<file path="src/design/line_segment_intersection_defines.svh">
// assertion macros shared by the line segment intersection rtl
// expects a clock named clock and an active high reset named reset in scope
`ifndef LINE_SEGMENT_INTERSECTION_DEFINES_SVH
`define LINE_SEGMENT_INTERSECTION_DEFINES_SVH

// same cycle implication
`define LSI_ASSERT_IMP(label, ante, cons) \
   label: assert property (@(posedge clock) disable iff (reset) (ante) |-> (cons)) \
      else $error("lsi assertion failed");

// next cycle implication
`define LSI_ASSERT_NEXT(label, ante, cons) \
   label: assert property (@(posedge clock) disable iff (reset) (ante) |=> (cons)) \
      else $error("lsi assertion failed");

`endif

</file>
<file path="src/design/lsi_fifo.sv">
// small register queue used between front and back and on the result side
// depends on line_segment_intersection_defines.svh
`timescale 1ns / 1ps
`include "line_segment_intersection_defines.svh"

module lsi_fifo #(
   parameter int WIDTH = 8,
   parameter int DEPTH = 4
) (
   input  logic             clock,
   input  logic             reset,
   input  logic             wr_en,
   input  logic [WIDTH-1:0] wr_data,
   input  logic             rd_en,
   output logic [WIDTH-1:0] rd_data,
   output logic             full,
   output logic             empty
);

   localparam int PTR_W = (DEPTH > 1) ? $clog2(DEPTH) : 1;
   localparam int CNT_W = $clog2(DEPTH + 1);
   localparam logic [PTR_W-1:0] LAST = PTR_W'(DEPTH - 1);

   logic [WIDTH-1:0] mem_ff [DEPTH];
   logic [PTR_W-1:0] wr_ptr_ff, wr_ptr_in, rd_ptr_ff, rd_ptr_in;
   logic [CNT_W-1:0] count_ff, count_in;

   always_comb begin
      wr_ptr_in = wr_ptr_ff;
      rd_ptr_in = rd_ptr_ff;
      if (wr_en) begin
         wr_ptr_in = (wr_ptr_ff == LAST) ? '0 : wr_ptr_ff + 1'b1;
      end
      if (rd_en) begin
         rd_ptr_in = (rd_ptr_ff == LAST) ? '0 : rd_ptr_ff + 1'b1;
      end
      unique case ({wr_en, rd_en})
         2'b10:   count_in = count_ff + 1'b1;
         2'b01:   count_in = count_ff - 1'b1;
         default: count_in = count_ff;
      endcase
   end

   always_ff @(posedge clock) begin
      if (reset) begin
         wr_ptr_ff <= '0;
         rd_ptr_ff <= '0;
         count_ff  <= '0;
      end else begin
         wr_ptr_ff <= wr_ptr_in;
         rd_ptr_ff <= rd_ptr_in;
         count_ff  <= count_in;
      end
   end

   always_ff @(posedge clock) begin
      if (wr_en) begin
         mem_ff[wr_ptr_ff] <= wr_data;
      end
   end

   assign rd_data = mem_ff[rd_ptr_ff];
   assign full    = (count_ff == CNT_W'(DEPTH));
   assign empty   = (count_ff == '0);

   `LSI_ASSERT_IMP(a_fifo_no_overflow, wr_en && !rd_en, !full)
   `LSI_ASSERT_NEXT(a_fifo_push_lands, wr_en && !rd_en, !empty)

endmodule

</file>
<file path="config.mk">
export PLATFORM = sky130hd
export DESIGN_NAME = lsi_fifo
export DESIGN_NICKNAME = d
export VERILOG_FILES = /design/src/design/lsi_fifo.sv
export VERILOG_INCLUDE_DIRS = /design/src /design/src/design
export SDC_FILE = /design/constraint.sdc
export NUM_CORES = 1
export LEC_CHECK = 0
export BUFFER_PORTS_ARGS = -buffer_cell sky130_fd_sc_hd__buf_4
export CAP_MARGIN = 20
export CORE_MARGIN = 2
export CORE_UTILIZATION = 30
export DETAILED_ROUTE_END_ITERATION = 6
export GPL_ROUTABILITY_DRIVEN = 0
export HOLD_SLACK_MARGIN = 0.12
export PLACE_DENSITY_LB_ADDON = 0.25
export RECOVER_POWER = 50
export SKIP_LAST_GASP = 1
export SLEW_MARGIN = 0
export SYNTH_ARGS = -nofsm -noshare
export SYNTH_HDL_FRONTEND = slang
export SYNTH_SLANG_ARGS = --single-unit
</file>
<file path="constraint.sdc">
create_clock -name clock -period 3.75 [get_ports clock]
set_clock_uncertainty 0.2 [all_clocks]
set_input_delay 0.375 -clock clock [delete_from_list [all_inputs] [get_ports clock]]
set_output_delay 0.375 -clock clock [all_outputs]
set_load 0.02 [all_outputs]
</file>
== Word level (Yosys, flattened, before mapping) ==
Memories as Yosys holds them, arrays and structs flattened. A register that Yosys moved wholly into a read port is not among the register bits.
Cells that the tools add are included.

* Reductions and logical operators: 2
* Add/subtract/negate cells: 4
* Multiplexer cells: 7
* Equality and inequality tests: 5

{| class="wikitable"
|+ Operators by type and width
! cell !! number
|-
| two-way mux 2 bit || 4
|-
| == test 2 bit (second input constant) || 3
|-
| case mux 3 bit (2 select lines) || 1
|-
| adder 2 x 1 -> 2 bit (second input constant) || 2
|-
| adder 3 x 1 -> 3 bit (second input constant) || 1
|-
| == test 3 bit (second input constant) || 1
|-
| logical NOT 3 bit || 1
|-
| subtractor 3 x 1 -> 3 bit (second input constant) || 1
|-
| == test 2 x 1 -> 1 bit (second input constant) || 1
|-
| two-way mux 1 bit || 2
|-
| nonzero test 2 bit || 1
|}

* Bits in writable memories: 32
* Input bits: 12
* Output and inout port bits: 10
* Register bits: 7
* Memories kept: 1
* Word-level logic and storage cells: 22

{| class="wikitable"
|+ Memories
! memory !! words !! width !! read ports !! clocked after Yosys merged registers in !! wr ports !! line !! source
|-
| mem_ff || 4 || 8 || 1 || 1 || 1 || lsi_fifo.sv:24 || <nowiki>logic [WIDTH-1:0] mem_ff [DEPTH];</nowiki>
|}

== Depth between registers and ports, before layout ==
Gate-level depths: netlist of the first run.

* Depth after elaboration: 4
* Mapped depth: 7
* Depth with buffers taken out: 7

== Worst setup path after synthesis of the first run ==
No wires, ideal clock.

* Path type: input port to flip-flop
* Start point: in wr_en
* End point: reg count_ff[2]
* Arrival: 1573 ps
* Required time: 3480 ps
* Setup time: 70 ps
* Path buffers: 0
* Stages: 7
* Path slack: 1907 ps
* Path through: inv_1 -> ha_1 -> inv_1 -> fa_1 -> xor2_1 -> or3_1 -> a21oi_1

* Longest elaborated chain between the ends: 2
* Elaborated cells between the ends (all ways): 4
* Those cells by class: 2 x eq/ne; 1 x mux; 1 x reduce/logical

{| class="wikitable"
|+ RTL lines
! what !! line !! source
|-
| start: declaration || lsi_fifo.sv:12 || <nowiki>input logic wr_en,</nowiki>
|-
| == test 2 x 1 -> 1 bit / == test 2 bit (equally long branches) || lsi_fifo.sv:37 || <nowiki>unique case ({wr_en, rd_en})</nowiki>
|-
| case mux 3 bit (2 select lines) / nonzero test 2 bit (equally long branches) || - ||
|-
| end signal: assignment || lsi_fifo.sv:52 || <nowiki>count_ff <= count_in;</nowiki>
|-
| end: declaration || lsi_fifo.sv:26 || <nowiki>logic [CNT_W-1:0] count_ff, count_in;</nowiki>
|}

Parallel ways exist; a longest one is shown, timed or not.
A chain may end at the register's enable or synchronous reset.

==> results.cfg, run 1 <==
[run_status]
outcome = complete, no violations

[worst_setup_path]
r2r_slack_ns = 1.96
rr_worst_depth = 5
crit_type = flop to primary output
cp-end-kind = primary output
slowest_stage = dfxtp_1
r2r-start = count_ff[0]
crit_chain = mux4_2, buf_4
slowest_delay_ns = 0.67
start_kind = flop
crit_buf_inv = 1
crit_fanout = 8
worstPathRequired_ns = 3.17
path_delay_family = flip-flops
arrival_ns = 1.71
r2r-end = count_ff[2]

[power]
ir_worst_vdd_v = 0.000227
power.switching_mw = 0.229
clock_power_share = 0.351
swShare = 0.229
p_leak_nw = 0.706
p_total_mw = 1.00
p_seq_frac = 0.529
combPwrFrac = 0.120
p_int_mw = 0.771
power_density_nw_per_um2 = 500

[hold_path]
min_to = rd_ptr_ff[1]
min_path_type = input port to flop
hp-start = rd_en
hold_depth = 3

[drt]
via_count = 845
drt_wl_total_mm = 2.54
ant_nets = 0
wl_per_cell_um = 13.0
dr.pass1.iters = 4
drt_iter0_drc = 69
route.detailed.drc = 0
routed_via_density = 4.31

[synthesis]
yosysTopAreaCellShare = 0.599
synth.area.top_cells = edfxtp_1, dfxtp_1, mux4_2
synth-seq-cells = 41
synth.distinct_cells = 18
ys.flop_type = edfxtp_1
ys_async_sr_fraction = 0
synthCells = 90
synth-edff-count = 32
syn_avg_cell_area_sq_um = 17.8
ys_top_cells_by_count = edfxtp_1, dfxtp_1, mux4_2, inv_1, nor2_1
synth.largest_area_cell = edfxtp_1
yosys.cell_count.top_type = edfxtp_1
syn_nets = 109
yosysSeqAreaShare = 0.711
netlist_area_sq_um = 1610
yosysWarnings = 0

[cells_and_area]
area_delta_synth_final_pct = 24.7
finalNetCount = 144
fillers = 526
final_cells = 196
layout-drive-gt1-share = 0.214
diodes = 0

[global_route]
antenna_found_initial = 0
grt_max_degree = 15
grt_pass1_vias = 869
grt-ovfl-total = 0
grt_pass1_wl_mm = 4.03
grt_usage = 0.0921

[sta]
slew_viol_final = 0
worst-slew-pin-transition_ns = 0.682
timing.final.crit_share = 0.608
fin_crit_ns = 2.28
fmax_ghz = 0.438
hold_viol = 0
whs_ns = 0.223
setup_viol = 0
rsz0062_at_grt = false
slew_headroom = 0.545
tns_ns = 0

[cts]
cts_tree = yes
insertion_delay_ns = 0.29
cts-root-buf = clkbuf_8
h-tree-depth = 2
clk_pin_slew_ns = 0.08
clk_path_buf_depth = 2
cts_buffers = 5
cts_setup_buffers = 0
clock-sinks = 41

[placed_design]
portBuffers = 21
dp.cells = 179
dp_hpwl_mm = 1.74

[floorplanning]
fp.coreArea_sq_um = 5140
die_w_um = 77.2
die_area_sq_um = 5950
die_h_um = 77.2
fp-row-count = 26
pin_count = 22
start_util = 0.312

[job]
drv_cap = 0
## worst max-delay path by stage
| stage | slack [ns] | depth (start not counted) | start | endpoint |
|---|---|---|---|---|
| 5_1_grt | 1.35 | 2 | flop | rd_data[3] |
| 3_3_place_gp | 1.71 | 8 | wr_en | count_ff[2] |
| 6_report | 1.47 | 2 | flop | rd_data[3] |
| 2_1_floorplan | 1.91 | 7 | wr_en | count_ff[2] |
| 4_1_cts | 1.41 | 2 | flop | rd_data[3] |
| 3_5_place_dp | 1.65 | 8 | wr_en | count_ff[2] |
## registers in the layout, summed over array words and instances (netlist names), named ones only
signal	cells
rd_ptr_ff	2
count_ff	3
wr_ptr_ff	2
mem_ff	32
## worst reg2reg max path, cell delays in order (launching register included)
cell and delay, ns:
dfxtp_1 0.37, inv_1 0.08, fa_1 0.44, xor2_1 0.16, or3_1 0.32, a21oi_1 0.15
## per-layer routing
layer	track usage	routed length, um	up-vias
li1	-	-	408
met1	0.105	1140	408
met2	0.150	1230	22
met3	0.0306	115	7
met4	0.0554	59	0
met5	0	0	-
## stage by stage
stage           util  worst slack, ns  area, sq um
2_1_floorplan      -             1.91         1610
3_3_place_gp   0.357             1.71         1830
3_5_place_dp   0.357             1.65         1830
4_1_cts        0.397             1.41         2040
5_1_grt        0.389             1.35         2000
6_report       0.389             1.47         2000
## final cells by class
type                    count  area [sq um]  share of cell area
well taps                  70          87.6              0.0438
clock buffers               5          68.8              0.0344
multi-input cells          40           422               0.211
repair buffers             30           210               0.105
clock inverters             3          46.3              0.0231
flip-flops and latches     41          1140               0.570
inverters                   7          26.3              0.0131
## repair_timing
action,in CTS,in global routing
hold endpoints to repair,39,0
hold buffers,9,0
gates resized for setup,0,0
## layout by cell type, fill, tap and decap left out, drive strengths merged
| master | n |
|---|---|
| edfxtp | 32 |
| clkbuf | 15 |
| buf | 11 |
| dfxtp | 9 |
| dlygate4sd3 | 9 |
| mux4 | 8 |
| inv | 7 |
| nor2 | 7 |
| ha | 6 |
| a21oi | 4 |
| and2 | 4 |
| xor2 | 2 |
| nor3b | 2 |
| mux2i | 2 |
| and3 | 1 |
| nor3 | 1 |
| o21ai | 1 |
| or3 | 1 |
| fa | 1 |
| clkinvlp | 1 |
| clkinv | 1 |
| bufinv | 1 |
## power groups by stage
stage / Clock [mW] / Sequential, mW / Combinational (mW)
6_report: 0.351 / 0.529 / 0.120
5_1_grt: 0.384 / 0.532 / 0.132
4_1_cts: 0.358 / 0.529 / 0.127
3_5_place_dp: 0 / 0.540 / 0.119
3_3_place_gp: 0 / 0.539 / 0.116
2_1_floorplan: 0 / 0.531 / 0.0787
## cell families after synthesis
group | synth area share
xor+xnor | 0.0109
simple gates | 0.0522
compound gates | 0.0156
flops | 0.711
fa+ha+maj | 0.0592
buf+inv | 0.0265
mux | 0.125
Note: power is estimated with default switching activity, not from simulation.
==> run 2, diff against run 1 <==
==> constraint.sdc (replaced) <==
create_clock -name clock -period 2.29 [get_ports clock]
set_clock_uncertainty 0.2 [all_clocks]
set_input_delay 0.229 -clock clock [delete_from_list [all_inputs] [get_ports clock]]
set_output_delay 0.229 -clock clock [all_outputs]
set_load 0.02 [all_outputs]
==> results.cfg, run 2 (same netlist as run 1, synthesis figures left out) <==
[cts]
clock-sinks = 41
cts_tree = yes
cts-root-buf = clkbuf_8
clk_pin_slew_ns = 0.07
cts_buffers = 5
h-tree-depth = 2
insertion_delay_ns = 0.28
cts_setup_buffers = 0
clk_path_buf_depth = 2

[power]
p_leak_nw = 0.714
power_density_nw_per_um2 = 799
p_total_mw = 1.62
ir_worst_vdd_v = 0.000363

[drt]
ant_nets = 0
route.detailed.drc = 0
via_count = 860
drt_wl_total_mm = 2.60
routed_via_density = 4.32
wl_per_cell_um = 13.1
drt_iter0_drc = 28
dr.pass1.iters = 4

[placed_design]
portBuffers = 21
dp_hpwl_mm = 1.81
dp.cells = 180

[global_route]
grt_max_degree = 13
grt-ovfl-total = 0
antenna_found_initial = 0
grt_pass1_wl_mm = 4.37
grt_usage = 0.0987
grt_pass1_vias = 897

[floorplanning]
die_w_um = 77.2
fp.coreArea_sq_um = 5140
die_area_sq_um = 5950
pin_count = 22
start_util = 0.312
die_h_um = 77.2
fp-row-count = 26

[worst_setup_path]
crit_type = input port to flop
cpMostUsedCell = inv_1
crit_fanout = 7
start_kind = input port
crit_chain = dlygate4sd3_1, buf_4, inv_1, ha_2, inv_1, fa_2, xor2_1, or3_1, a21oi_1
worstPathRequired_ns = 2.30
slowest_stage = dlygate4sd3_1
cp-end-kind = flop
slowest_delay_ns = 0.53
arrival_ns = 2.18

[sta]
timing.final.crit_share = 0.947
fin_crit_ns = 2.17
slew_headroom = 0.695
fmax_ghz = 0.461
rsz0062_at_grt = false
hold_viol = 0
whs_ns = 0.322
setup_viol = 0
tns_ns = 0
slew_viol_final = 0
worst-slew-pin-transition_ns = 0.458

[cells_and_area]
final_cells = 199
largest_reg_flops = 32
final_util = 0.393
layout_commonest_cell = edfxtp_1
fillers = 513
regMostFlops = mem_ff
layout_common_cells = edfxtp_1, clkbuf_1, dlygate4sd3_1, buf_4, dfxtp_1
area_delta_synth_final_pct = 26.0
diodes = 0
regArea_sq_um = 1140
finalNetCount = 147
layout-drive-gt1-share = 0.209
reg_top3 = mem_ff (32), count_ff (3)
multi_input_area_sq_um = 427

[hold_path]
min_path_type = flop to flop

[run_status]
outcome = complete, no violations

[job]
drv_cap = 0
[run 2: cell count changes in the layout (fill, tap and decap cells not counted), sizes merged]
cell and delta:
clkbuf +2, dlygate4sd3 +2, clkinvlp -1
[run 2: layout make-up]
type,instances,share of cell area
inverters,7,0.0130
multi-input cells,40,0.211
clock buffers,6,0.0359
repair buffers,33,0.116
well taps,70,0.0433
flip-flops and latches,41,0.564
clock inverters,2,0.0167
[run 2: per-stage QoR]
step	area [sq um]	worst slack [ns]
4_1_cts	2060	0.0563
3_3_place_gp	1840	0.419
5_1_grt	2020	0.00535
2_1_floorplan	1610	0.593
6_report	2020	0.122
3_5_place_dp	1840	0.317
[run 2: final timing paths]
path	from	endpoint	slack (ns)	depth (start not counted)
setup reg to reg	count_ff[0]	count_ff[2]	0.56	5
hold / removal	count_ff[2]	count_ff[2]	0.32	2
hold reg to reg	count_ff[2]	count_ff[2]	0.32	2
setup / recovery	wr_en	count_ff[2]	0.12	9
[run 2: repair_timing]
action	4_1_cts	5_1_grt
endpoints found under the hold margin	41	0
setup endpoints to repair	0	1
hold buffers	11	0
resized for setup	0	2
[run 2: power by group]
part           leakage [nW]  switching (mW)  internal, mW
Combinational         0.293           0.109        0.0981
Sequential            0.368          0.0199         0.841
Clock                0.0528           0.226         0.322
Total                 0.714           0.355          1.26
[run 2: per-layer routing]
metal  routed length [um]  GRT usage
met2                 1380      0.172
met4                    7     0.0268
met5                    0          0
met3                  142     0.0424
met1                 1070      0.110
[run 2: critical path: cells and delay by family]
kind / cells / cell delay, ns
and+or+nand+nor: 1 / 0.30
buffers and inverters: 4 / 0.80
xor gates and xnor gates: 1 / 0.16
AOI/OAI and AO/OA: 1 / 0.15
adders and majority gates: 2 / 0.53
==> run 3, diff against run 2 <==
--- a/config.mk
+++ b/config.mk
@@ -6,9 +6,9 @@
 export SDC_FILE = /design/constraint.sdc
 export NUM_CORES = 1
 export LEC_CHECK = 0
+export ABC_AREA = 1
 export BUFFER_PORTS_ARGS = -buffer_cell sky130_fd_sc_hd__buf_4
 export CAP_MARGIN = 20
-export CORE_MARGIN = 2
 export CORE_UTILIZATION = 30
 export DETAILED_ROUTE_END_ITERATION = 6
 export GPL_ROUTABILITY_DRIVEN = 0
==> results.cfg, run 3 <==
[cts]
cts_tree = yes
clock-sinks = 41
h-tree-depth = 2
cts_setup_buffers = 0
insertion_delay_ns = 0.29
clk_pin_slew_ns = 0.07
cts-root-buf = clkbuf_8
cts_buffers = 5
clk_path_buf_depth = 2

[synthesis]
yosysWarnings = 0
synth.area.top_cells = edfxtp_1, dfxtp_1, o21ai_0
synthCells = 136
syn_nets = 155
synth-seq-cells = 41
yosysSeqAreaShare = 0.690
ys.flop_type = edfxtp_1
yosys.cell_count.top_type = edfxtp_1
synth-edff-count = 32
synth.distinct_cells = 18
netlist_area_sq_um = 1650
ys_async_sr_fraction = 0
yosysTopAreaCellShare = 0.581
synth.largest_area_cell = edfxtp_1
syn_avg_cell_area_sq_um = 12.2
ys_top_cells_by_count = edfxtp_1, nor2_1, inv_1, o21ai_0, dfxtp_1

[worst_setup_path]
r2r-start = count_ff[0]
cp-end-kind = flop
r2r_slack_ns = 0.75
worstPathRequired_ns = 2.28
crit_type = input port to flop
r2r-end = count_ff[2]
arrival_ns = 2.03
rr_worst_depth = 8
crit_fanout = 5
startpoint = wr_en
start_kind = input port

[sta]
timing.final.crit_share = 0.890
fin_crit_ns = 2.04
slew_viol_final = 0
fmax_ghz = 0.491
setup_viol = 0
whs_ns = 0.343
tns_ns = 0
slew_headroom = 0.725
rsz0062_at_grt = false
worst-slew-pin-transition_ns = 0.412
hold_viol = 0

[drt]
drt_wl_total_mm = 3.22
wl_per_cell_um = 13.1
via_count = 1098
ant_nets = 0
drt_iter0_drc = 29
routed_via_density = 4.48
dr.pass1.iters = 4
route.detailed.drc = 0

[power]
power.switching_mw = 0.396
swShare = 0.241
power_density_nw_per_um2 = 799
combPwrFrac = 0.135
clock_power_share = 0.339
ir_worst_vdd_v = 0.000364
p_int_mw = 1.25
p_leak_nw = 0.784
p_seq_frac = 0.526

[run_status]
outcome = complete, no violations

[cells_and_area]
largest_reg_flops = 32
area_delta_synth_final_pct = 24.3
multi_input_area_sq_um = 423
reg_top3 = mem_ff (32), count_ff (3)
layout_common_cells = edfxtp_1, nor2_1, inv_1
layout-drive-gt1-share = 0.120
finalNetCount = 193
layout_commonest_cell = edfxtp_1
regMostFlops = mem_ff
regArea_sq_um = 1140
fillers = 530
diodes = 0

[global_route]
antenna_found_initial = 0
grt_max_degree = 17
grt_pass1_wl_mm = 5.26
grt-ovfl-total = 0
grt_pass1_vias = 1115
grt_usage = 0.123

[floorplanning]
fp.coreArea_sq_um = 5200
pin_count = 22
start_util = 0.318
die_area_sq_um = 5810
die_h_um = 76.3
die_w_um = 76.3
fp-row-count = 26

[placed_design]
portBuffers = 21
dp_hpwl_mm = 2.18

[job]
drv_cap = 0

[hold_path]
min_to = wr_ptr_ff[1]
min_path_type = flop to flop
hold_depth = 2
hp-start = wr_ptr_ff[1]
## run 3: worst max path at each step
| stage | endpoint | slack [ns] | depth (start not counted) |
|---|---|---|---|
| after floorplan | count_ff[2] | 0.79 | 10 |
| after detailed placement | count_ff[2] | 0.52 | 11 |
| after CTS | rd_data[4] | 0.19 | 4 |
| after global routing | rd_data[3] | 0.06 | 4 |
| final | count_ff[2] | 0.25 | 12 |
| after global placement | rd_data[4] | 0.57 | 4 |
## run 3: cell families (layout without fill, tap and decap cells)
| family | after synthesis | count (layout) | share of synthesized area |
|---|---|---|---|
| flops | 41 | 41 | 0.690 |
| fa+ha+maj | 7 | 7 | 0.0575 |
| simple gates | 35 | 35 | 0.0877 |
| buf+inv | 20 | 59 | 0.0545 |
| compound gates | 33 | 33 | 0.110 |
## run 3: power by group through the flow
stage                     clock network [mW]  logic, mW  registers, mW
after global routing                   0.597      0.248          0.871
final                                  0.557      0.221          0.865
after global placement                     0      0.212          0.881
after CTS                              0.574      0.237          0.866
after detailed placement                   0      0.222          0.883
after floorplan                            0      0.134          0.874
## run 3: stage by stage
stage          worst slack [ns]  instance area (sq um)   util  std cells  power [mW]
6_report                  0.251                   2060  0.395        245        1.64
4_1_cts                   0.194                   2100  0.404        245        1.68
2_1_floorplan             0.792                   1650      -        136        1.01
3_3_place_gp              0.570                   1880  0.362        226        1.09
3_5_place_dp              0.516                   1880  0.362        226        1.10
5_1_grt                  0.0611                   2060  0.395        245        1.72
## run 3: critical path, cell delays in order
cell and delay [ns]:
dlygate4sd3_1 0.53, clkbuf_1 0.14, inv_1 0.14, ha_1 0.18, inv_1 0.07, fa_1 0.39
inv_1 0.07, nand2_1 0.06, nand3_1 0.07, nand2_1 0.06, inv_1 0.06, nor2_1 0.04
## run 3: repair_timing
action	4_1_cts	5_1_grt
gates resized for setup	0	0
hold buffers	11	0
endpoints found under the hold margin	41	0
## run 3: layout make-up
cell class                 count  area share
clock buffer                   5      0.0335
clock inverter                 3      0.0201
inverter                      18      0.0329
multi-input combinational     75       0.206
sequential                    41       0.555
tap                           70      0.0426
timing repair buffer          33       0.110
## run 3: routing by layer
layer / vias to the layer above / global-route usage / routed length, um
li1: 548 / - / -
met1: 518 / 0.137 / 1480
met2: 24 / 0.216 / 1560
met3: 8 / 0.0311 / 114
met4: 0 / 0.0635 / 70
met5: - / 0 / 0
